### src/sv/nlrr_pkg.sv
// ============================================================================
// nlrr_pkg
// Shared types and constants for the NR LDPC rate recovery block.
// ============================================================================
package nlrr_pkg;

    localparam int DEF_MAX_LLRS   = 32768;
    localparam int DEF_MAX_BUFFER = 32768;

    // position arithmetic width (signed, covers buffer and filler bounds)
    localparam int POS_W = 18;

    localparam int LLR_W  = 8;
    localparam int SOFT_W = 12;
    localparam int IDX_W  = 15;

    localparam logic signed [SOFT_W-1:0] SOFT_MAX = 12'sd2047;
    localparam logic signed [SOFT_W-1:0] SOFT_MIN = -12'sd2048;

    localparam logic KIND_PUSH = 1'b0;
    localparam logic KIND_READ = 1'b1;

    localparam int CFG_AW = 5;
    localparam logic [2:0] REG_BASE_GRAPH   = 3'd0;
    localparam logic [2:0] REG_LIFTING_SIZE = 3'd1;
    localparam logic [2:0] REG_FILLER_BITS  = 3'd2;
    localparam logic [2:0] REG_START_OFFSET = 3'd3;
    localparam logic [2:0] REG_BUFFER_SIZE  = 3'd4;
    localparam logic [2:0] REG_MOD_ORDER    = 3'd5;

    typedef struct packed {
        logic push;        // store one LLR
        logic pass_start;  // latch block geometry, arm clear and divide
        logic read_issue;  // read buffer entry for a read word
        logic read_capture;
        logic clear_step;  // write one clear/filler entry
        logic mark;        // clear pass marks fillers
        logic div_step;
        logic acc_init;
        logic skip_jump;
        logic acc_read;
        logic acc_write;
    } nlrr_cmd_t;

    typedef struct packed {
        logic clear_done;
        logic div_done;
        logic pass_empty;
        logic idx_filler;
        logic acc_last;
    } nlrr_sts_t;

endpackage

### src/sv/nlrr_ctrl.sv
// ============================================================================
// nlrr_ctrl
// Sequencer: word handshake, clear pass, divide, accumulate walk.
// ============================================================================
module nlrr_ctrl (
    input  logic                  clk,
    input  logic                  rst_n,
    input  logic                  in_valid,
    input  logic                  in_kind,
    input  logic                  in_last,
    output logic                  in_ready,
    output logic                  out_valid,
    input  logic                  out_ready,
    output nlrr_pkg::nlrr_cmd_t   cmd,
    input  nlrr_pkg::nlrr_sts_t   sts
);

    typedef enum logic [2:0] {
        S_IDLE,
        S_READ,
        S_CLEAR,
        S_DIV,
        S_CHECK,
        S_SKIP,
        S_ACC_RD,
        S_ACC_WR
    } state_t;

    state_t state_reg, state_next;
    logic   in_pass_reg, in_pass_next;
    logic   out_valid_reg, out_valid_next;
    logic   accept;

    assign in_ready  = (state_reg == S_IDLE) && !out_valid_reg;
    assign out_valid = out_valid_reg;
    assign accept    = in_valid && in_ready;

    always_comb
    begin
        cmd            = '0;
        state_next     = state_reg;
        in_pass_next   = in_pass_reg;
        out_valid_next = out_valid_reg;
        if (out_valid_reg && out_ready)
        begin
            out_valid_next = 1'b0;
        end
        case (state_reg)
            S_IDLE:
            begin
                if (accept && in_kind == nlrr_pkg::KIND_READ)
                begin
                    cmd.read_issue = 1'b1;
                    state_next     = S_READ;
                end
                else if (accept)
                begin
                    cmd.push = 1'b1;
                    if (in_last)
                    begin
                        cmd.pass_start = 1'b1;
                        in_pass_next   = 1'b1;
                        state_next     = S_CLEAR;
                    end
                end
            end
            S_READ:
            begin
                cmd.read_capture = 1'b1;
                out_valid_next   = 1'b1;
                state_next       = S_IDLE;
            end
            S_CLEAR:
            begin
                cmd.clear_step = 1'b1;
                cmd.mark       = in_pass_reg;
                if (sts.clear_done)
                begin
                    state_next = in_pass_reg ? S_DIV : S_IDLE;
                end
            end
            S_DIV:
            begin
                cmd.div_step = 1'b1;
                if (sts.div_done)
                begin
                    state_next = S_CHECK;
                end
            end
            S_CHECK:
            begin
                cmd.acc_init = 1'b1;
                if (sts.pass_empty)
                begin
                    in_pass_next = 1'b0;
                    state_next   = S_IDLE;
                end
                else
                begin
                    state_next = S_SKIP;
                end
            end
            S_SKIP:
            begin
                if (sts.idx_filler)
                begin
                    cmd.skip_jump = 1'b1;
                end
                else
                begin
                    cmd.acc_read = 1'b1;
                    state_next   = S_ACC_RD;
                end
            end
            S_ACC_RD:
            begin
                state_next = S_ACC_WR;
            end
            S_ACC_WR:
            begin
                cmd.acc_write = 1'b1;
                if (sts.acc_last)
                begin
                    in_pass_next = 1'b0;
                    state_next   = S_IDLE;
                end
                else
                begin
                    state_next = S_SKIP;
                end
            end
            default:
            begin
                state_next = S_IDLE;
            end
        endcase
    end

    always_ff @(posedge clk or negedge rst_n)
    begin
        if (!rst_n)
        begin
            state_reg     <= S_CLEAR;
            in_pass_reg   <= 1'b0;
            out_valid_reg <= 1'b0;
        end
        else
        begin
            state_reg     <= state_next;
            in_pass_reg   <= in_pass_next;
            out_valid_reg <= out_valid_next;
        end
    end

endmodule

### config.mk
export PLATFORM = sky130hd
export DESIGN_NAME = nlrr_ctrl
export DESIGN_NICKNAME = d
export VERILOG_FILES = /design/src/sv/nlrr_pkg.sv /design/src/sv/nlrr_ctrl.sv
export SDC_FILE = /design/constraint.sdc
export NUM_CORES = 1
export LEC_CHECK = 0
export BUFFER_PORTS_ARGS = -buffer_cell sky130_fd_sc_hd__buf_2
export CORE_MARGIN = 2
export CORE_UTILIZATION = 40
export CTS_CLUSTER_DIAMETER = 150
export DETAILED_ROUTE_END_ITERATION = 12
export PLACE_DENSITY = 0.71
export SETUP_SLACK_MARGIN = 0.5
export SLEW_MARGIN = 20
export SYNTH_ARGS = -nofsm -noshare
export SYNTH_HDL_FRONTEND = slang
export SYNTH_SLANG_ARGS = --single-unit
### constraint.sdc
create_clock -name clk -period 1.25 [get_ports clk]
set_input_delay 0.125 -clock clk [delete_from_list [all_inputs] [get_ports clk]]
set_output_delay 0.125 -clock clk [all_outputs]
set_load 0.01 [all_outputs]
==> results.txt, run 1 <==
status - finished with violations
failing checks - setup timing
vias in the first global route - 601
worst setup margin - -271 ps
Worst path top cell family by delay - simple AND/OR/NAND/NOR gates
Sw Share - 41.9%
Mapped Avg Cell Area - 8.37 sq um
crit-path max cell delay - 410 ps
Non-Filler Instances - 118
Avg WL per Cell - 17.5 um
CTS tree - yes
mux cell area share after synthesis - 0%
Post-Synth Simple-Gate Area - 33.7%
clk_lat worst skew - 250 ps
Layout area overhead - 103%
# nets final - 116
crit path max fanout - 4
Routed WL - 2070 um
Flop pwr share - 14.1%
#FFs+latches synth - 5
endpoints failing hold - 0
Worst-path clk slew - 50 ps
Mapped Cells - 62
Iteration-0 DRC Markers - 13
DRC violations left - 0
Switch Pwr - 1200 uW
register area share after synthesis - 24.3%
main combinational cell family by area after synthesis - simple AND/OR/NAND/NOR gates
GR Util All Layers - 26.6%
area fraction in compound gates after synthesis - 28.2%
via count - 676
slew at the pin closest to its max-slew limit - 456 ps
worst min path class - primary input to flip-flop
Clock power frac - 6.9%
antenna viol nets, final - 0
share of cells above drive strength 1 - 72.1%
Critical Path End Type - output pin
total CTS buffers - 3
die height - 40.0 um
io pins - 24
VDD IR max - 1.94 mV
row cnt - 12
global-route wire length before repair - 2800 um
placed cell count - 103
Syn. warnings - 0
unrepaired setup endpoints after global routing - true
Post-Synth XOR/XNOR Area - 0%
FF+latch area - 130 sq um
Worst Skew - 4.98 ps
Static Leak - 0.000490 uW
Clock Tree Buf Depth - 2
via/cell ratio - 5.73
GPL Wtd Cong - 0.801
crit path launch type - flip-flop
synthesized-area fraction occupied by adder cells - 0%
Post-Route Utilization - 91.2%
crit share post-route - 122%
PD cells - 2710 nW/um^2
worst path bufs/invs - 2
CP max stage cell - dfstp_2
max-slew violations - 0
Synth cell types - 33
initial antenna violation count - 0
worst setup path class - flip-flop to output pin
Port Buffer Count - 23
combinational share of power - 79.0%
Arrival @ worst endpoint - 1400 ps
Internal - 1660 uW
Die W - 40.0 um
most used cell, CP - buf_6
Initial Util - 44.9%
filler instances - 50
CTS Sinks - 5
fmax - 657 MHz
Largest register FFs - 3
multi-input logic area - 439 sq um
die area - 1600 sq um
CP required - 1120 ps
DRT Pass-1 Iters - 4
area of the mapped netlist - 519 sq um
Root Driver - clkbuf_4
pin count of the biggest net entering global routing - 16
# setup viols final - 16
Final HPWL DP - 995 um
fin crit period - 1520 ps
Setup TNS Final - -2350 ps
Slew headroom - 69.2%
Ant. Diodes - 0
MaxCap Viol Count - 0
core area - 1160 sq um
H-tree depth - 1
worst path cell trace - buf_6, nor4_4, and3_4, buf_6
synthesized net count - 73
remaining global-route overflow - 0
==> final cells by class <==
class                   instances  area share (%)
multi-input cells              47            41.6
clock buffers                   4            2.49
inverters                       3            1.78
well taps                      14            1.66
flip-flops and latches          5            12.3
repair buffers                 45            40.1
==> kinds of logic after synthesis <==
group                  after synthesis
buffers and inverters               10
AO/OA/AOI/OAI                       19
AND/OR/NAND/NOR                     28
flip-flops                           5
==> tightest hold or removal path, delay by kind of cell <==
kind / cells / cell delay (ps)
and+or+nand+nor: 2 / 150
buffers and inverters: 1 / 100
AOI/OAI and AO/OA: 1 / 60
==> power groups by stage <==
stage          registers (uW)  clock network (uW)  logic, uW
2_1_floorplan             330                   0       1150
3_3_place_gp              370                   0       1430
3_5_place_dp              373                   0       1450
4_1_cts                   383                 191       2030
5_1_grt                   414                 208       2380
6_report                  402                 198       2260
==> cell usage after synthesis <==
library cell / number / area share [%]
o21ai_1: 3 / 2.9
dfstp_2: 1 / 5.1
a21o_1: 1 / 1.4
a2111oi_1: 1 / 1.9
and2b_1: 1 / 1.4
buf_12: 1 / 3.9
nor3b_1: 1 / 1.4
inv_2: 1 / 0.72
nor4b_1: 1 / 1.7
a2bb2oi_2: 1 / 2.9
a21boi_1: 1 / 1.4
nor3_1: 2 / 1.9
o211ai_1: 1 / 1.4
and3_1: 3 / 3.6
dfrtp_1: 4 / 19
a211o_1: 1 / 1.7
nor4_2: 1 / 2.4
and2_1: 1 / 1.2
inv_1: 2 / 1.4
nor2_1: 7 / 5.1
a41o_1: 1 / 1.9
a21oi_1: 6 / 5.8
nor4b_2: 1 / 2.9
nand2_1: 6 / 4.3
o31ai_4: 1 / 4.1
and4bb_4: 1 / 3.1
o21ai_0: 1 / 0.96
nand2b_1: 1 / 1.2
and4b_1: 1 / 1.9
buf_4: 4 / 5.8
a21oi_2: 1 / 1.7
nand3b_1: 1 / 1.4
buf_2: 2 / 1.9
==> placed cells by master (no fill, tap or decap), drive strengths merged <==
cell	Yosys	routed
nor4	1	1
inv	3	3
and4b	1	1
nand2	6	6
nor4b	2	2
and2	1	1
a41o	1	1
nor3	2	2
and3	3	3
a2bb2oi	1	1
and4bb	1	1
buf	7	44
dfrtp	4	4
dfstp	1	1
a21o	1	1
clkbuf	0	4
o21ai	4	4
dlygate4sd3	0	1
o31ai	1	1
a21oi	7	7
nor3b	1	1
a2111oi	1	1
nand3b	1	1
a211o	1	1
nand2b	1	1
nor2	7	7
a21boi	1	1
o211ai	1	1
and2b	1	1
==> layer usage <==
metal	share of wire, %	wire length (um)	global-route usage [%]	up-vias
li1	-	-	-	311
met1	41	848	32.4	341
met2	54	1110	49.2	20
met3	3.6	74	3.33	4
met4	1.7	36	5.17	0
met5	0	0	0	-
==> through the flow <==
step | setup slack, ps | area, sq um | hold slack [ps] | power (uW)
global route | -288 | 1050 | 204 | 3000
finish | -271 | 1050 | 187 | 2860
detailed placement | -17.4 | 786 | -56.1 | 1830
floorplan | 27.6 | 626 | -171 | 1480
CTS | -265 | 1010 | 167 | 2600
global placement | 11.5 | 786 | -59.8 | 1800
==> final timing paths <==
check                                    startpoint                       end  slack, ps  cells after the start
hold / removal                               sts[4]  state_reg[1]$_DFFE_PN1P_        190                      4
max in group asynchronous                     rst_n  state_reg[1]$_DFFE_PN1P_        810                      2
setup / recovery           state_reg[1]$_DFFE_PN1P_                    cmd[8]       -270                      4
hold reg to reg               out_valid$_DFFE_PN0P_     out_valid$_DFFE_PN0P_        600                      1
setup reg to reg           state_reg[1]$_DFFE_PN1P_  state_reg[0]$_DFFE_PN0P_       -220                      5
min in group asynchronous                     rst_n  state_reg[0]$_DFFE_PN0P_        230                      2
==> timing repair <==
item | CTS | global route
endpoints found under the hold margin | 5 | 0
pin swaps | 10 | 10
hold buffers | 1 | 0
gates cloned | 1 | 0
resized for setup | 26 | 6
buffers inserted | 7 | 2
endpoints found under the setup margin | 18 | 18
No activity file was read; power rests on OpenSTA's default activity.
==> run 2, diff against run 1 <==
Settings changed: CELL_PAD_IN_SITES_DETAIL_PLACEMENT set to 1, CELL_PAD_IN_SITES_GLOBAL_PLACEMENT set to 2, CORE_UTILIZATION 40 to 21, PLACE_DENSITY 0.71 to 0.68.
==> results.txt, run 2 (same netlist as run 1, synthesis figures left out) <==
slew at the pin closest to its max-slew limit - 313 ps (-143 ps)
worst setup margin - -288 ps (-17.0 ps)
hold-critical path depth - 3 (-1)
DP Area - 811 sq um (+3.2%)
worst min path class - primary input to flip-flop
antenna viol nets, final - 0 (unchanged)
remaining global-route overflow - 0 (unchanged)
DRC violations left - 0 (unchanged)
status - finished with violations
Layout area overhead - 126%
Largest register FFs - 3 (unchanged)
crit share post-route - 123% (+1.4 points)
final total power - 2980 uW (+4.2%)
filler instances - 284 (+470%)
worst path cell trace - buf_6, nor4_4, nand2_1, nor2_2, buf_2
Final HPWL DP - 1290 um (+30%)
worst path bufs/invs - 2 (unchanged)
Setup TNS Final - -2470 ps (-111 ps)
row cnt - 18 (+6)
die area - 2890 sq um (+80%)
Routed WL - 2250 um (+9.0%)
Worst Skew - 10.4 ps (+5.45 ps)
crit path launch type - flip-flop
Worst path top cell family by delay - simple AND/OR/NAND/NOR gates
CP required - 1120 ps (about the same)
# setup viols final - 17 (+1)
most frequent cells in the layout - buf_6, buf_2, buf_4, a21oi_1, nand2_1
initial antenna violation count - 0 (unchanged)
crit path max fanout - 3 (-1)
GPL Wtd Cong - 0.827 (+3.2%)
Arrival @ worst endpoint - 1410 ps (about the same)
DRT Pass-1 Iters - 4 (unchanged)
pin count of the biggest net entering global routing - 7 (-9)
via count - 717 (+6.1%)
CP Depth - 5 (+1)
design area - 1170 sq um (+11%)
worst reg-to-reg path cell count - 5 (unchanged)
unrepaired setup endpoints after global routing - true
Avg WL per Cell - 15.0 um (-14%)
Worst-path clk slew - 40 ps (about the same)
Hold Slack - 164 ps (-22.3 ps)
total CTS buffers - 3 (unchanged)
via/cell ratio - 4.78 (-17%)
CTS tree - yes
core area - 2410 sq um (+110%)
PD cells - 2550 nW/um^2 (-6.1%)
Critical Path End Type - output pin
global-route wire length before repair - 3140 um (+12%)
GR Util All Layers - 15.5% (-11 points)
crit-path max cell delay - 420 ps (about the same)
fmax - 650 MHz (-1.1%)
vias in the first global route - 648 (+7.8%)
failing checks - setup timing
share of cells above drive strength 1 - 75.8% (+3.7 points)
# nets final - 132 (+14%)
H-tree depth - 1 (unchanged)
clk_lat worst skew - 250 ps (about the same)
worst setup path class - flip-flop to output pin
io pins - 24 (unchanged)
Slew headroom - 79.1% (+9.9 points)
commonest non-fill, non-tap cell in the layout - buf_6
CTS Sinks - 5 (unchanged)
fin crit period - 1540 ps (+17.0 ps)
Root Driver - clkbuf_4
MaxCap Viol Count - 0 (unchanged)
die height - 53.7 um (+34%)
Die W - 53.7 um (+34%)
Iteration-0 DRC Markers - 4 (-9)
Static Leak - 0.000558 uW (+14%)
Post-Route Utilization - 48.6% (-43 points)
CP max stage cell - dfrtp_2
Initial Util - 21.5% (-23 points)
endpoints failing hold - 0 (unchanged)
Ant. Diodes - 0 (unchanged)
Clock Tree Buf Depth - 2 (unchanged)
max-slew violations - 0 (unchanged)
VDD IR max - 1.11 mV (-43%)
Port Buffer Count - 23 (unchanged)
==> run 2: report_power, final <==
part           switching (uW)  internal [uW]  leakage [uW]  total [uW]
combinational             982           1400      0.000488        2380
clock                    76.8            121     0.0000150         198
sequential                142            256     0.0000543         399
==> run 2: metrics by stage <==
step	setup slack (ps)	instances
floorplan	27.6	62
global placement	-35.0	123
detailed placement	-77.9	123
CTS	-254	141
global route	-362	150
finish	-288	150
==> run 2: cell type report <==
type                            instances  area (sq um)  area share, %
Inverter                                3          13.8           1.18
Sequential cell                         5           130           11.1
Tap cell                               30          37.5           3.21
Timing Repair Buffer                   61           531           45.3
Clock buffer                            4          26.3           2.24
Multi-Input combinational cell         47           433           37.0
==> run 2: layer usage <==
layer,vias to the layer above,global-route usage [%],wire [um],part of all wire [%]
li1,345,-,-,-
met1,357,20.5,983,44
met2,15,23.4,1200,53
met3,0,4.17,65,2.9
met4,0,6.41,0,0
met5,-,0,0,0
==> run 2: tightest hold or removal path: stages <==
cell and delay, ps:
buf_2 100, inv_1 50, a21o_1 100
==> run 2: final timing paths <==
kind	to	from	slack, ps
max	cmd[10]	out_valid$_DFFE_PN0P_	-290
min	out_valid$_DFFE_PN0P_	out_ready	160
max reg2reg	state_reg[0]$_DFFE_PN0P_	state_reg[1]$_DFFE_PN1P_	-180
min reg2reg	in_pass_reg$_DFFE_PN0P_	in_pass_reg$_DFFE_PN0P_	730
max in group asynchronous	state_reg[1]$_DFFE_PN1P_	rst_n	820
min in group asynchronous	in_pass_reg$_DFFE_PN0P_	rst_n	210
==> run 2: what timing repair did <==
| item | in CTS | in global routing |
|---|---|---|
| pin swaps | 16 | 8 |
| setup buffers | 13 | 9 |
| hold endpoints to repair | 5 | 0 |
| hold buffers | 1 | 0 |
| resized for setup | 31 | 9 |
| setup endpoints to repair | 18 | 18 |
==> run 3, diff against run 2 <==
Settings changed: CAP_MARGIN set to 20, MAX_ROUTING_LAYER set to met4.
==> results.txt, run 3 (same netlist as run 1, synthesis figures left out) <==
status - finished with violations
failing checks - setup timing
fin crit period - 1540 ps (+0.193 ps)
worst r2r src - state_reg[1]$_DFFE_PN1P_
multi-input logic area - 433 sq um (unchanged)
VDD IR max - 1.12 mV (+0.91%)
global-route wire length before repair - 3130 um (-0.22%)
# nets final - 132 (unchanged)
share of cells above drive strength 1 - 75.8% (unchanged)
Avg WL per Cell - 14.9 um (-0.53%)
Hold Slack - 161 ps (-3.86 ps)
Ant. Diodes - 0 (unchanged)
Final HPWL DP - 1290 um (unchanged)
CTS Sinks - 5 (unchanged)
Setup TNS Final - -2460 ps (+8.47 ps)
worst setup path class - flip-flop to output pin
antenna viol nets, final - 0 (unchanged)
Layout area overhead - 126% (unchanged)
Static Leak - 0.000558 uW (unchanged)
unrepaired setup endpoints after global routing - true
CTS tree - yes
Routed WL - 2240 um (-0.53%)
die height - 53.7 um (unchanged)
max-slew violations - 0 (unchanged)
FF+latch area - 130 sq um (unchanged)
Initial Util - 21.5% (unchanged)
worst min path class - primary input to flip-flop
DRC violations left - 0 (unchanged)
Arrival @ worst endpoint - 1410 ps (about the same)
endpoints failing hold - 0 (unchanged)
total CTS buffers - 3 (unchanged)
worst setup margin - -288 ps (-0.193 ps)
Port Buffer Count - 23 (unchanged)
remaining global-route overflow - 0 (unchanged)
PD cells - 2550 nW/um^2 (about the same)
pin count of the biggest net entering global routing - 7 (unchanged)
Slew headroom - 78.8% (-0.25 points)
H-tree depth - 1 (unchanged)
io pins - 24 (unchanged)
Root Driver - clkbuf_4
initial antenna violation count - 0 (unchanged)
Hold Startpoint - out_ready
core area - 2410 sq um (unchanged)
FF-to-FF End - state_reg[0]$_DFFE_PN0P_
GR Util All Layers - 15.7% (+0.26 points)
CP required - 1120 ps (about the same)
vias in the first global route - 656 (+1.2%)
# setup viols final - 16 (-1)
Worst-path clk slew - 40 ps (about the same)
via/cell ratio - 4.73 (-0.98%)
Die W - 53.7 um (unchanged)
filler instances - 284 (unchanged)
crit path launch type - flip-flop
crit share post-route - 123% (about the same)
crit path max fanout - 3 (unchanged)
via count - 710 (-0.98%)
most frequent cells in the layout - buf_6, buf_2, buf_4, a21oi_1, nand2_1
Iteration-0 DRC Markers - 4 (unchanged)
Clock Tree Buf Depth - 2 (unchanged)
hold-critical path depth - 3 (unchanged)
Largest register FFs - 3 (unchanged)
die area - 2890 sq um (unchanged)
Crit. Startpoint - out_valid$_DFFE_PN0P_
worst reg-to-reg path cell count - 5 (unchanged)
final total power - 2980 uW (about the same)
row cnt - 18 (unchanged)
MaxCap Viol Count - 0 (unchanged)
Critical Path End Type - output pin
clk_lat worst skew - 260 ps (about the same)
Worst Skew - 10.8 ps (+0.381 ps)
Hold Path End - out_valid$_DFFE_PN0P_
commonest non-fill, non-tap cell in the layout - buf_6
GPL Wtd Cong - 0.839 (+1.5%)
r2r setup slk - -180 ps (about the same)
DRT Pass-1 Iters - 4 (unchanged)
Post-Route Utilization - 48.6% (unchanged)
slew at the pin closest to its max-slew limit - 317 ps (+3.81 ps)
fmax - 650 MHz (about the same)
run 3: worst max-delay path, stage by stage (launching register included):
cell and delay [ps]:
dfrtp_2 420, buf_6 130, nor4_4 290, nand2_1 120
nor2_2 80, buf_2 130
run 3: layout make-up:
cell class	count	share of cell area, %
repair buffers	61	45.3
multi-input cells	47	37.0
flip-flops and latches	5	11.1
well taps	30	3.21
clock buffers	4	2.24
inverters	3	1.18
run 3: worst max-delay path by stage:
stage	slack, ps	endpoint
floorplan	30	cmd[8]
global placement	-40	cmd[8]
detailed placement	-80	state_reg[0]$_DFFE_PN0P_
CTS	-250	cmd[8]
global route	-360	cmd[10]
finish	-290	cmd[10]
run 3: report_power, final:
part / switching (uW) / internal [uW]
clock network: 79.5 / 122
registers: 140 / 256
logic: 982 / 1400
run 3: per-layer routing:
metal	GRT usage, %	wire length (um)	share of wire, %	up-vias
met5	-	0	0	-
met4	6.41	10	0.45	0
met3	3.33	66	2.9	2
met2	23.4	1170	52	15
met1	20.5	996	44	349
li1	-	-	-	344
run 3: what timing repair did:
item / CTS / global route
pin swaps: 16 / 8
gates resized for setup: 31 / 9
cloned: 0 / 0
buffers inserted: 13 / 9
endpoints found under the hold margin: 5 / 0
hold buffers: 1 / 0
setup endpoints to repair: 18 / 18
run 3: per-stage QoR:
step | setup WS, ps | std cells | cell area (sq um)
6_report | -288 | 150 | 1170
5_1_grt | -357 | 150 | 1170
4_1_cts | -254 | 141 | 1070
3_5_place_dp | -77.9 | 123 | 811
3_3_place_gp | -35.0 | 123 | 811
2_1_floorplan | 27.6 | 62 | 626
